File: config.mk
export PLATFORM = sky130hd
export DESIGN_NAME = integer_to_ascii_radix
export DESIGN_NICKNAME = d
export VERILOG_FILES = /design/src/sv/i2a_pkg.sv /design/src/sv/i2a_ctrl.sv /design/src/sv/i2a_dp.sv /design/src/sv/integer_to_ascii_radix.sv
export VERILOG_INCLUDE_DIRS = /design/src /design/src/sv
export SDC_FILE = /design/constraint.sdc
export NUM_CORES = 1
export LEC_CHECK = 0
export ABC_AREA = 1
export BUFFER_PORTS_ARGS = -buffer_cell sky130_fd_sc_hd__buf_2
export CAP_MARGIN = 0
export CORE_ASPECT_RATIO = 1.1
export CORE_MARGIN = 5
export CORE_UTILIZATION = 50
export CTS_CLUSTER_DIAMETER = 60
export CTS_CLUSTER_SIZE = 16
export DETAILED_ROUTE_END_ITERATION = 12
export PLACE_DENSITY_LB_ADDON = 0.05
export SKIP_CTS_REPAIR_TIMING = 1
export SLEW_MARGIN = 20
export SYNTH_ARGS = -nofsm -noshare
export SYNTH_HDL_FRONTEND = slang
export SYNTH_SLANG_ARGS = --single-unit
File: constraint.sdc
create_clock -name clk -period 18.7 [get_ports clk]
set_clock_uncertainty 0.05 [all_clocks]
set_input_delay 1.87 -clock clk [delete_from_list [all_inputs] [get_ports clk]]
set_output_delay 1.87 -clock clk [all_outputs]
set_load 0.05 [all_outputs]
File: src/sv/integer_to_ascii_radix_assert.svh
// Assertion shorthands used by the RTL datapath (i2a_dp).
// Both expect clk and arst_n in scope.
`ifndef INTEGER_TO_ASCII_RADIX_ASSERT_SVH
`define INTEGER_TO_ASCII_RADIX_ASSERT_SVH

// Same-cycle implication
`define I2A_ASSERT_NOW(lbl, ante, cons, msg) \
	lbl: assert property (@(posedge clk) disable iff (!arst_n) (ante) |-> (cons)) \
		else $error(msg);

// Next-cycle implication
`define I2A_ASSERT_NEXT(lbl, ante, cons, msg) \
	lbl: assert property (@(posedge clk) disable iff (!arst_n) (ante) |=> (cons)) \
		else $error(msg);

`endif

File: src/sv/i2a_pkg.sv
`timescale 1ns / 1ps
package i2a_pkg;

	// Input integer width
	localparam int VALUE_WIDTH = 32;
	localparam int S_TDATA_W   = ((VALUE_WIDTH + 7) / 8) * 8;

	// Radix register
	localparam int RADIX_W = 6;
	localparam logic [RADIX_W-1:0] RADIX_MIN   = RADIX_W'(2);
	localparam logic [RADIX_W-1:0] RADIX_MAX   = RADIX_W'(36);
	localparam logic [RADIX_W-1:0] RADIX_RESET = RADIX_W'(10);
	localparam logic [RADIX_W-1:0] DECIMAL     = RADIX_W'(10);
	localparam logic [RADIX_W-1:0] TOP_NUMERIC = RADIX_W'(9);

	// Characters
	localparam int CHAR_W = 8;
	localparam logic [CHAR_W-1:0] CHR_ZERO    = 8'h30;
	localparam logic [CHAR_W-1:0] CHR_LOWER_A = 8'h61;
	localparam logic [CHAR_W-1:0] CHR_MINUS   = 8'h2D;

	// Divider: DIV_BITS quotient bits per cycle
	localparam int DIV_BITS   = 8;
	localparam int DIV_CYCLES = (VALUE_WIDTH + DIV_BITS - 1) / DIV_BITS;
	localparam int DIV_W      = DIV_CYCLES * DIV_BITS;
	localparam int DIV_CNT_W  = $clog2(DIV_CYCLES + 1);

	// Character stack: base 2 gives the longest text
	localparam int STACK_DEPTH = VALUE_WIDTH;
	localparam int STACK_CNT_W = $clog2(STACK_DEPTH + 1);

	typedef enum logic [2:0] {
		ST_IDLE,
		ST_DIV,
		ST_PUSH,
		ST_SIGN,
		ST_EMIT
	} state_t;

	typedef struct packed {
		logic load;
		logic div_step;
		logic push_digit;
		logic push_minus;
		logic pop;
	} cmd_t;

	typedef struct packed {
		logic div_last;
		logic quot_zero;
		logic neg;
		logic stack_last;
		logic out_free;
	} status_t;

	// Digit value to ASCII
	function automatic logic [CHAR_W-1:0] digit_char(input logic [RADIX_W-1:0] d);
		logic [CHAR_W-1:0] r;
		if (d > TOP_NUMERIC) begin
			r = CHAR_W'(d - DECIMAL) + CHR_LOWER_A;
		end else begin
			r = CHAR_W'(d) + CHR_ZERO;
		end
		return r;
	endfunction

endpackage

File: src/sv/i2a_ctrl.sv
`timescale 1ns / 1ps
module i2a_ctrl import i2a_pkg::*; (
	input  logic    clk,
	input  logic    arst_n,
	input  logic    s_tvalid,
	output logic    s_tready,
	input  status_t sts,
	output cmd_t    cmd
);

	state_t state_q, state_nx;

	// State register
	always_ff @(posedge clk or negedge arst_n) begin
		if (!arst_n) begin
			state_q <= ST_IDLE;
		end else begin
			state_q <= state_nx;
		end
	end

	// Next state
	always_comb begin
		state_nx = state_q;
		case (state_q)
			ST_IDLE: begin
				if (s_tvalid) state_nx = ST_DIV;
			end
			ST_DIV: begin
				if (sts.div_last) state_nx = ST_PUSH;
			end
			ST_PUSH: begin
				if (!sts.quot_zero) state_nx = ST_DIV;
				else if (sts.neg) state_nx = ST_SIGN;
				else state_nx = ST_EMIT;
			end
			ST_SIGN: begin
				state_nx = ST_EMIT;
			end
			ST_EMIT: begin
				if (sts.out_free && sts.stack_last) state_nx = ST_IDLE;
			end
			default: begin
				state_nx = ST_IDLE;
			end
		endcase
	end

	// Commands to the datapath
	always_comb begin
		cmd = '0;
		s_tready = 1'b0;
		case (state_q)
			ST_IDLE: begin
				s_tready = 1'b1;
				cmd.load = s_tvalid;
			end
			ST_DIV: begin
				cmd.div_step = 1'b1;
			end
			ST_PUSH: begin
				cmd.push_digit = 1'b1;
			end
			ST_SIGN: begin
				cmd.push_minus = 1'b1;
			end
			ST_EMIT: begin
				cmd.pop = sts.out_free;
			end
			default: begin
				cmd = '0;
			end
		endcase
	end

endmodule

File: src/sv/i2a_dp.sv
`timescale 1ns / 1ps
`include "integer_to_ascii_radix_assert.svh"
module i2a_dp import i2a_pkg::*; (
	input  logic                        clk,
	input  logic                        arst_n,
	input  logic                        cfg_valid,
	input  logic [RADIX_W-1:0]          cfg_data,
	input  logic signed [VALUE_WIDTH-1:0] value,
	input  cmd_t                        cmd,
	output status_t                     sts,
	output logic                        m_tvalid,
	input  logic                        m_tready,
	output logic [CHAR_W-1:0]           m_tdata,
	output logic                        m_tlast
);

	logic [RADIX_W-1:0]     radix_q;
	logic [RADIX_W-1:0]     base_q;
	logic [RADIX_W-1:0]     base_eff;
	logic                   neg_q;
	logic [DIV_W-1:0]       div_q, div_nx;
	logic [RADIX_W-1:0]     rem_q, rem_nx;
	logic [DIV_CNT_W-1:0]   cnt_q;
	logic [CHAR_W-1:0]      stk_q [STACK_DEPTH];
	logic [STACK_CNT_W-1:0] sc_q;
	logic [CHAR_W-1:0]      push_chr;
	logic [VALUE_WIDTH-1:0] mag;
	logic                   is_neg10;
	logic                   out_valid_q;
	logic [CHAR_W-1:0]      out_chr_q;
	logic                   out_last_q;

	// Radix register
	always_ff @(posedge clk or negedge arst_n) begin
		if (!arst_n) begin
			radix_q <= RADIX_RESET;
		end else if (cfg_valid) begin
			radix_q <= cfg_data;
		end
	end

	// Saturate the radix to 2..36
	always_comb begin
		base_eff = radix_q;
		if (radix_q < RADIX_MIN) base_eff = RADIX_MIN;
		if (radix_q > RADIX_MAX) base_eff = RADIX_MAX;
	end

	// Only decimal gets a sign; magnitude of the most negative value wraps to 2^(W-1)
	assign is_neg10 = (base_eff == DECIMAL) && value[VALUE_WIDTH-1];
	assign mag = is_neg10 ? (~value + 1'b1) : value;

	// Restoring division, DIV_BITS quotient bits per cycle
	always_comb begin : div_step
		logic [RADIX_W:0] t;
		logic [RADIX_W-1:0] r;
		logic [DIV_W-1:0] d;
		r = rem_q;
		d = div_q;
		for (int i = 0; i < DIV_BITS; i++) begin
			t = {r, d[DIV_W-1]};
			d = {d[DIV_W-2:0], 1'b0};
			if (t >= {1'b0, base_q}) begin
				t = t - {1'b0, base_q};
				d[0] = 1'b1;
			end
			r = t[RADIX_W-1:0];
		end
		div_nx = d;
		rem_nx = r;
	end

	// Dividend/quotient, remainder and step count
	always_ff @(posedge clk or negedge arst_n) begin
		if (!arst_n) begin
			cnt_q <= '0;
		end else if (cmd.load || cmd.push_digit) begin
			cnt_q <= '0;
		end else if (cmd.div_step) begin
			cnt_q <= cnt_q + 1'b1;
		end
	end

	always_ff @(posedge clk) begin
		if (cmd.load) begin
			div_q  <= DIV_W'(mag);
			rem_q  <= '0;
			base_q <= base_eff;
			neg_q  <= is_neg10;
		end else if (cmd.div_step) begin
			div_q <= div_nx;
			rem_q <= rem_nx;
		end else if (cmd.push_digit) begin
			rem_q <= '0;
		end
	end

	// Character stack; top is entry 0
	assign push_chr = cmd.push_minus ? CHR_MINUS : digit_char(rem_q);

	always_ff @(posedge clk) begin
		if (cmd.push_digit || cmd.push_minus) begin
			stk_q[0] <= push_chr;
			for (int i = 1; i < STACK_DEPTH; i++) begin
				stk_q[i] <= stk_q[i-1];
			end
		end else if (cmd.pop) begin
			for (int i = 0; i < STACK_DEPTH - 1; i++) begin
				stk_q[i] <= stk_q[i+1];
			end
		end
	end

	always_ff @(posedge clk or negedge arst_n) begin
		if (!arst_n) begin
			sc_q <= '0;
		end else if (cmd.push_digit || cmd.push_minus) begin
			sc_q <= sc_q + 1'b1;
		end else if (cmd.pop) begin
			sc_q <= sc_q - 1'b1;
		end
	end

	// Output register
	always_ff @(posedge clk or negedge arst_n) begin
		if (!arst_n) begin
			out_valid_q <= 1'b0;
		end else if (cmd.pop) begin
			out_valid_q <= 1'b1;
		end else if (m_tready) begin
			out_valid_q <= 1'b0;
		end
	end

	always_ff @(posedge clk) begin
		if (cmd.pop) begin
			out_chr_q  <= stk_q[0];
			out_last_q <= (sc_q == STACK_CNT_W'(1));
		end
	end

	assign m_tvalid = out_valid_q;
	assign m_tdata  = out_chr_q;
	assign m_tlast  = out_last_q;

	// Status to the controller
	assign sts.div_last   = (cnt_q == DIV_CNT_W'(DIV_CYCLES - 1));
	assign sts.quot_zero  = (div_q == '0);
	assign sts.neg        = neg_q;
	assign sts.stack_last = (sc_q == STACK_CNT_W'(1));
	assign sts.out_free   = !out_valid_q || m_tready;

	`I2A_ASSERT_NOW(a_pop_nonempty, cmd.pop, sc_q != '0, "pop from empty stack")
	`I2A_ASSERT_NOW(a_push_room, cmd.push_digit || cmd.push_minus, sc_q != STACK_CNT_W'(STACK_DEPTH), "push to full stack")
	`I2A_ASSERT_NOW(a_minus_only_neg, cmd.push_minus, neg_q && base_q == DECIMAL, "sign without negative decimal")
	`I2A_ASSERT_NEXT(a_last_pop_empties, cmd.pop && sc_q == STACK_CNT_W'(1), sc_q == '0 && m_tlast, "last character not flagged")

endmodule

File: src/sv/integer_to_ascii_radix.sv
`timescale 1ns / 1ps
// Integer to text converter. Each word on s_tdata is a signed 32-bit integer; the block
// returns its text in the base held by the radix register (2..36, reset 10, values
// outside that range saturate), one ASCII character per output word, most significant
// first, with m_tlast on the final character. Digits above nine are lower-case letters,
// zero gives "0", and only base 10 writes a negative value as '-' and its magnitude;
// other bases print the raw two's-complement pattern. For each digit the shared radix
// divider runs over the 32-bit word, eight quotient bits per cycle, and the character
// is then pushed on the output stack; a decimal sign is pushed after the last digit,
// and the characters then leave at one per cycle when m_tready is high. s_tready is
// high only between items; the last character may still wait in the output register
// while the next integer is taken. Write the radix on the cfg port only when the block is idle.
module integer_to_ascii_radix import i2a_pkg::*; (
	input  logic                 clk,
	input  logic                 arst_n,
	input  logic                 cfg_valid,
	output logic                 cfg_ready,
	input  logic [RADIX_W-1:0]   cfg_data,   // radix
	input  logic                 s_tvalid,
	output logic                 s_tready,
	input  logic [S_TDATA_W-1:0] s_tdata,    // value (signed)
	output logic                 m_tvalid,
	input  logic                 m_tready,
	output logic [CHAR_W-1:0]    m_tdata,    // character
	output logic                 m_tlast     // last_char
);

	cmd_t    cmd;
	status_t sts;

	assign cfg_ready = 1'b1;

	i2a_ctrl u_ctrl (
		.clk      (clk),
		.arst_n   (arst_n),
		.s_tvalid (s_tvalid),
		.s_tready (s_tready),
		.sts      (sts),
		.cmd      (cmd)
	);

	i2a_dp u_dp (
		.clk       (clk),
		.arst_n    (arst_n),
		.cfg_valid (cfg_valid),
		.cfg_data  (cfg_data),
		.value     (s_tdata[VALUE_WIDTH-1:0]),
		.cmd       (cmd),
		.sts       (sts),
		.m_tvalid  (m_tvalid),
		.m_tready  (m_tready),
		.m_tdata   (m_tdata),
		.m_tlast   (m_tlast)
	);

endmodule

==> results.toml, run 1 <==
[outcome]
run_status = "completed"

[worst_setup_path]
critPathMaxFanout = 12
path_common_cell = "nand2_1"
path_class = "flip-flop to flip-flop"
r2r.worst_path.cells = 83
slowest_delay_ps = 740
rr_startpoint = "u_dp.base_q[1]"
crit_start = "u_dp.base_q[1]"
r2r_end = "u_dp.div_q[0]"
setup.worst_path.start_class = "flip-flop"
cp_data_arrival_time_ps = 15070
required_ps = 18960
cp_slowest_cell = "a211oi_1"
r2r_setup_slack_ps = 3890
worstSetupEndpointType = "flip-flop"

[sta]
rsz0062_at_grt = "false"
fmax_mhz = 67.5
hold_viol_final = 0
maxSlewHeadroom_pct = 34.8
worst_pin_slew_ps = 977
fin_setup_tns_ps = 0
fin_crit_sh_pct = 79.2
min_period_ps = 14810
setup_violations = 0
maxSlewViolCount = 0

[drt]
vias = 12681
ant_nets = 0
wirelength_mm = 35.9
drt-pass1-iter-count = 5
vias_per_cell = 5.26
drc = 0
drt_iter0_drc = 832
avgRoutedWirePerCell_um = 14.9

[global_routing]
antenna_found_initial = 0
grt_pass1_wl_mm = 60.1
grt.overflow.total = 0
grt_pass1_vias = 12419
grt_max_degree = 162
grt_usage_pct = 17.9

[place]
post_dp_cell_area_sq_mm = 0.0183
place.port_buffers = 53
hpwl_mm = 24.1
gp_congestion = 0.863

[clock_network]
cts.clk_slew.worst_paths_ps = 70
clk_latency_ps = 570
cts_buffers = 29
cts_buffer_depth = 3
htree_levels = 1
cts_root_buffer = "clkbuf_16"
cts_tree = "built"
clock-sinks = 329

[die]
start_util_pct = 50.4
die_w_um = 189
io-pin-count = 55
dieArea_sq_mm = 0.0392
num_rows = 72
coreArea_sq_mm = 0.0350
chipHeight_um = 207

[cells_and_area]
final_cell_mix = "730 x nand2_1, 304 x edfxtp_1, 186 x inv_1, 173 x o21ai_0, 68 x nand3_1"
post-route-util_pct = 55.1
fin_nets = 2060
layout_commonest_cell = "nand2_1"
diodes = 0
final_layout_size_suffix_gt1_share_pct = 8.60
final_area_sq_mm = 0.0193
area_growth_syn_to_layout_pct = 9.18

[worst_hold_path]
whs_endpoint = "u_dp.stk_q[3][63]"
holdCritStartpoint = "u_dp.stk_q[3][55]"
holdPathStages = 0
min_path_type = "flip-flop to flip-flop"

[logic_synthesis]
synthCells = 1929
synth_edf_count = 304
synth_area_leaders = "edfxtp_1 52%, nand2_1 16%, o21ai_0 4.9%"
yosysSeqAreaShare_pct = 55.0
synth_top_cell_by_area = "edfxtp_1"
ys.flop_type = "edfxtp_1"
synthDominantCellAreaShare_pct = 51.7
ys_async_sr_fraction_pct = 5.78
yosysWarningCount = 0
synth-seq-cells = 329
synth_fp_nets = 2039
syn_area_per_cell_sq_um = 9.16
syn-cell-area_sq_mm = 0.0177
yosys.cell_types.count = 54

[job]
maxCapViolations = 0
[worst max path at each step]
stage | end | slack, ps | depth (start not counted)
4_1_cts | u_dp.div_q[0] | 3810 | 83
3_5_place_dp | u_dp.div_q[0] | 3830 | 83
3_3_place_gp | u_dp.div_q[0] | 4390 | 83
6_report | u_dp.div_q[0] | 3890 | 83
2_1_floorplan | u_dp.div_q[0] | 5670 | 84
5_1_grt | u_dp.div_q[0] | 2100 | 83
[routing by layer]
| metal | part of all wire [%] | GRT usage, % |
|---|---|---|
| met1 | 47 | 25.6 |
| met2 | 46 | 29.1 |
| met3 | 3.9 | 2.34 |
| met4 | 2.4 | 4.69 |
| met5 | 0 | 0 |
[cell families after synthesis]
kind of cell | synth area share (%)
AO/OA/AOI/OAI | 7.60
XOR/XNOR | 3.17
adder cells (fa/ha/maj) | 5.08
buffers and inverters | 5.79
flip-flops | 55.0
multiplexers | 0.0637
other | 0.0212
AND/OR/NAND/NOR | 23.2
[registers in the layout, summed over array words and instances, names as in the netlist, 6 cells and up]
register,count
u_dp.stk_q,256
u_dp.div_q,32
u_dp.m_tdata,8
u_dp.base_q,6
u_dp.radix_q,6
u_dp.rem_q,6
u_dp.sc_q,6
[worst max-delay path: cells and delay by family, from the launching register on]
family / cells / cell delay (ps)
AND/OR/NAND/NOR: 36 / 4060
adder cells (fa/ha/maj): 8 / 2730
buffers and inverters: 14 / 1580
AO/OA/AOI/OAI: 25 / 5390
flip-flops: 1 / 720
[area by class of cell]
| type | count | area (sq um) |
|---|---|---|
| clock buffer | 30 | 729 |
| clock inverter | 16 | 239 |
| fill | 3192 | 15700 |
| inverter | 194 | 746 |
| multi-input combinational | 1335 | 6950 |
| sequential | 329 | 9730 |
| tap | 444 | 556 |
| timing repair buffer | 61 | 345 |
[synthesized netlist by cell type (all sizes together), types with 3 or more instances]
master    n
o21ai   176
dfxtp     6
nand3    83
ha       59
inv     193
nand2   748
o22ai     5
nor2     67
a21o      3
clkbuf   61
nor3     21
o211ai    6
or2       4
a21oi    41
a22oi     3
nand4    17
a31oi     6
buf      10
edfxtp  304
nor4      6
xnor2    19
fa        8
dfrtp    17
xor2     45
o31ai     3
[through the flow]
step	setup WS (ps)	std cells	hold slack, ps
after floorplan	5670	1929	377
after global placement	4390	2362	381
after detailed placement	3830	2362	391
after CTS	3810	2408	404
after global routing	2100	2409	416
final	3890	2409	402
Power of run 1 is left out: the tool's default activity adds up to more than one toggle a clock period on the data nets, which glitch-free logic cannot reach.
==> run 2, diff against run 1 <==
- clock period: 18.7 -> 12.5 ns (I/O delays scaled with it)
==> results.toml, run 2 (synthesis gave the netlist of run 1 again) <==
[cells_and_area]
fillCellCount = 3175
final_layout_size_suffix_gt1_share_pct = 11.6
fin_nets = 2092
diodes = 0
final_cell_mix = "724 x nand2_1, 304 x edfxtp_1, 184 x inv_1, 165 x o21ai_0, 66 x nand3_1"
regMostFlops = "u_dp.stk_q"
fin_cells = 2446
post-route-util_pct = 56.1
area_growth_syn_to_layout_pct = 11.2
largest_reg_flops = 256
layout_commonest_cell = "nand2_1"

[worst_setup_path]
cp_data_arrival_time_ps = 11980
r2r_setup_slack_ps = 790
r2r.worst_path.cells = 79
path_class = "flip-flop to flip-flop"
setup.worst_path.start_class = "flip-flop"
rr_startpoint = "u_dp.base_q[3]"
critPathMaxFanout = 9
worstSetupEndpointType = "flip-flop"
slowest_delay_ps = 440
path_common_cell = "nand2_1"
r2r_end = "u_dp.div_q[0]"
required_ps = 12760
cp_slowest_cell = "fa_1"

[global_routing]
grt_usage_pct = 19.0
grt_max_degree = 108
grt_pass1_vias = 12558
antenna_found_initial = 0
grt_pass1_wl_mm = 62.6
grt.overflow.total = 0

[sta]
hold_viol_final = 0
min_period_ps = 11710
worst_pin_slew_ps = 963
fmax_mhz = 85.4
maxSlewViolCount = 0
maxSlewHeadroom_pct = 35.8
fin_crit_sh_pct = 93.7
setup_violations = 0
hold_ws_ps = 406

[die]
coreArea_sq_mm = 0.0350
num_rows = 72
die_w_um = 189
dieArea_sq_mm = 0.0392
chipHeight_um = 207
start_util_pct = 50.4
io-pin-count = 55

[clock_network]
htree_levels = 1
cts_tree = "built"
cts_buffers = 29
cts_root_buffer = "clkbuf_16"
cts_buffer_depth = 3
clk_latency_ps = 570
clock-sinks = 329
cts.clk_slew.worst_paths_ps = 70

[drt]
drt_iter0_drc = 827
ant_nets = 0
avgRoutedWirePerCell_um = 15.5
vias = 12768
wirelength_mm = 37.9
drc = 0
drt-pass1-iter-count = 5
vias_per_cell = 5.22

[outcome]
run_status = "completed"

[place]
gp_congestion = 0.916
dp.cells = 2387
place.port_buffers = 53
hpwl_mm = 26.0

[job]
maxCapViolations = 0

[worst_hold_path]
holdCritStartpoint = "u_dp.stk_q[0][3]"
holdPathStages = 0
min_path_type = "flip-flop to flip-flop"
whs_endpoint = "u_dp.m_tdata[3]"
[run 2: cell types whose count changed in the layout (fill, tap and decap cells not counted), moves of 5 or more]
cell / previous run / this run
nand2_1: 730 / 724
nand2_2: 10 / 15
o21ai_0: 173 / 165
ha_1: 59 / 47
ha_4: 0 / 9
buf_4: 7 / 39
[run 2: worst max-delay path by stage]
stage / startpoint / endpoint / slack (ps) / depth (start not counted)
floorplan: u_dp.base_q[1] / u_dp.div_q[0] / 90 / 84
global placement: u_dp.div_q[31] / u_dp.div_q[0] / 290 / 83
detailed placement: u_dp.base_q[4] / u_dp.div_q[0] / -110 / 81
CTS: u_dp.rem_q[1] / u_dp.div_q[0] / -130 / 82
global route: u_dp.base_q[4] / u_dp.div_q[0] / -160 / 82
finish: u_dp.base_q[3] / u_dp.div_q[0] / 790 / 79
[run 2: layout make-up]
class	count	area, sq um	share of cell area [%]
Tap cell	444	556	2.83
Multi-Input combinational cell	1335	7140	36.4
Clock inverter	17	164	0.834
Inverter	194	743	3.78
Sequential cell	329	9730	49.5
Clock buffer	34	744	3.79
Timing Repair Buffer	93	569	2.90
[run 2: per-layer routing]
layer	track usage, %	up-vias	share of wire (%)	wire (um)
met1	27.5	6038	47	18000
met3	2.10	51	3.0	1150
met4	5.31	0	2.4	897
met2	30.7	202	47	17900
met5	0	-	0	0
li1	-	6477	-	-
[run 2: worst max-delay path: cells and delay by family (launching register included)]
| kind | cells | cell delay (ps) |
|---|---|---|
| XOR/XNOR | 1 | 260 |
| flip-flops | 1 | 390 |
| AO/OA/AOI/OAI | 19 | 3340 |
| buffers and inverters | 18 | 1680 |
| AND/OR/NAND/NOR | 33 | 3190 |
| adder cells (fa/ha/maj) | 8 | 2580 |
[run 2: stage by stage]
step | setup WS (ps) | TNS (ps) | cell area (sq um)
5_1_grt | -160 | -499 | 19600
6_report | 786 | 0 | 19600
3_3_place_gp | 292 | 0 | 18500
2_1_floorplan | 93.3 | 0 | 17700
3_5_place_dp | -108 | -108 | 18500
4_1_cts | -127 | -164 | 19400
Power of run 2 is left out for the same reason.
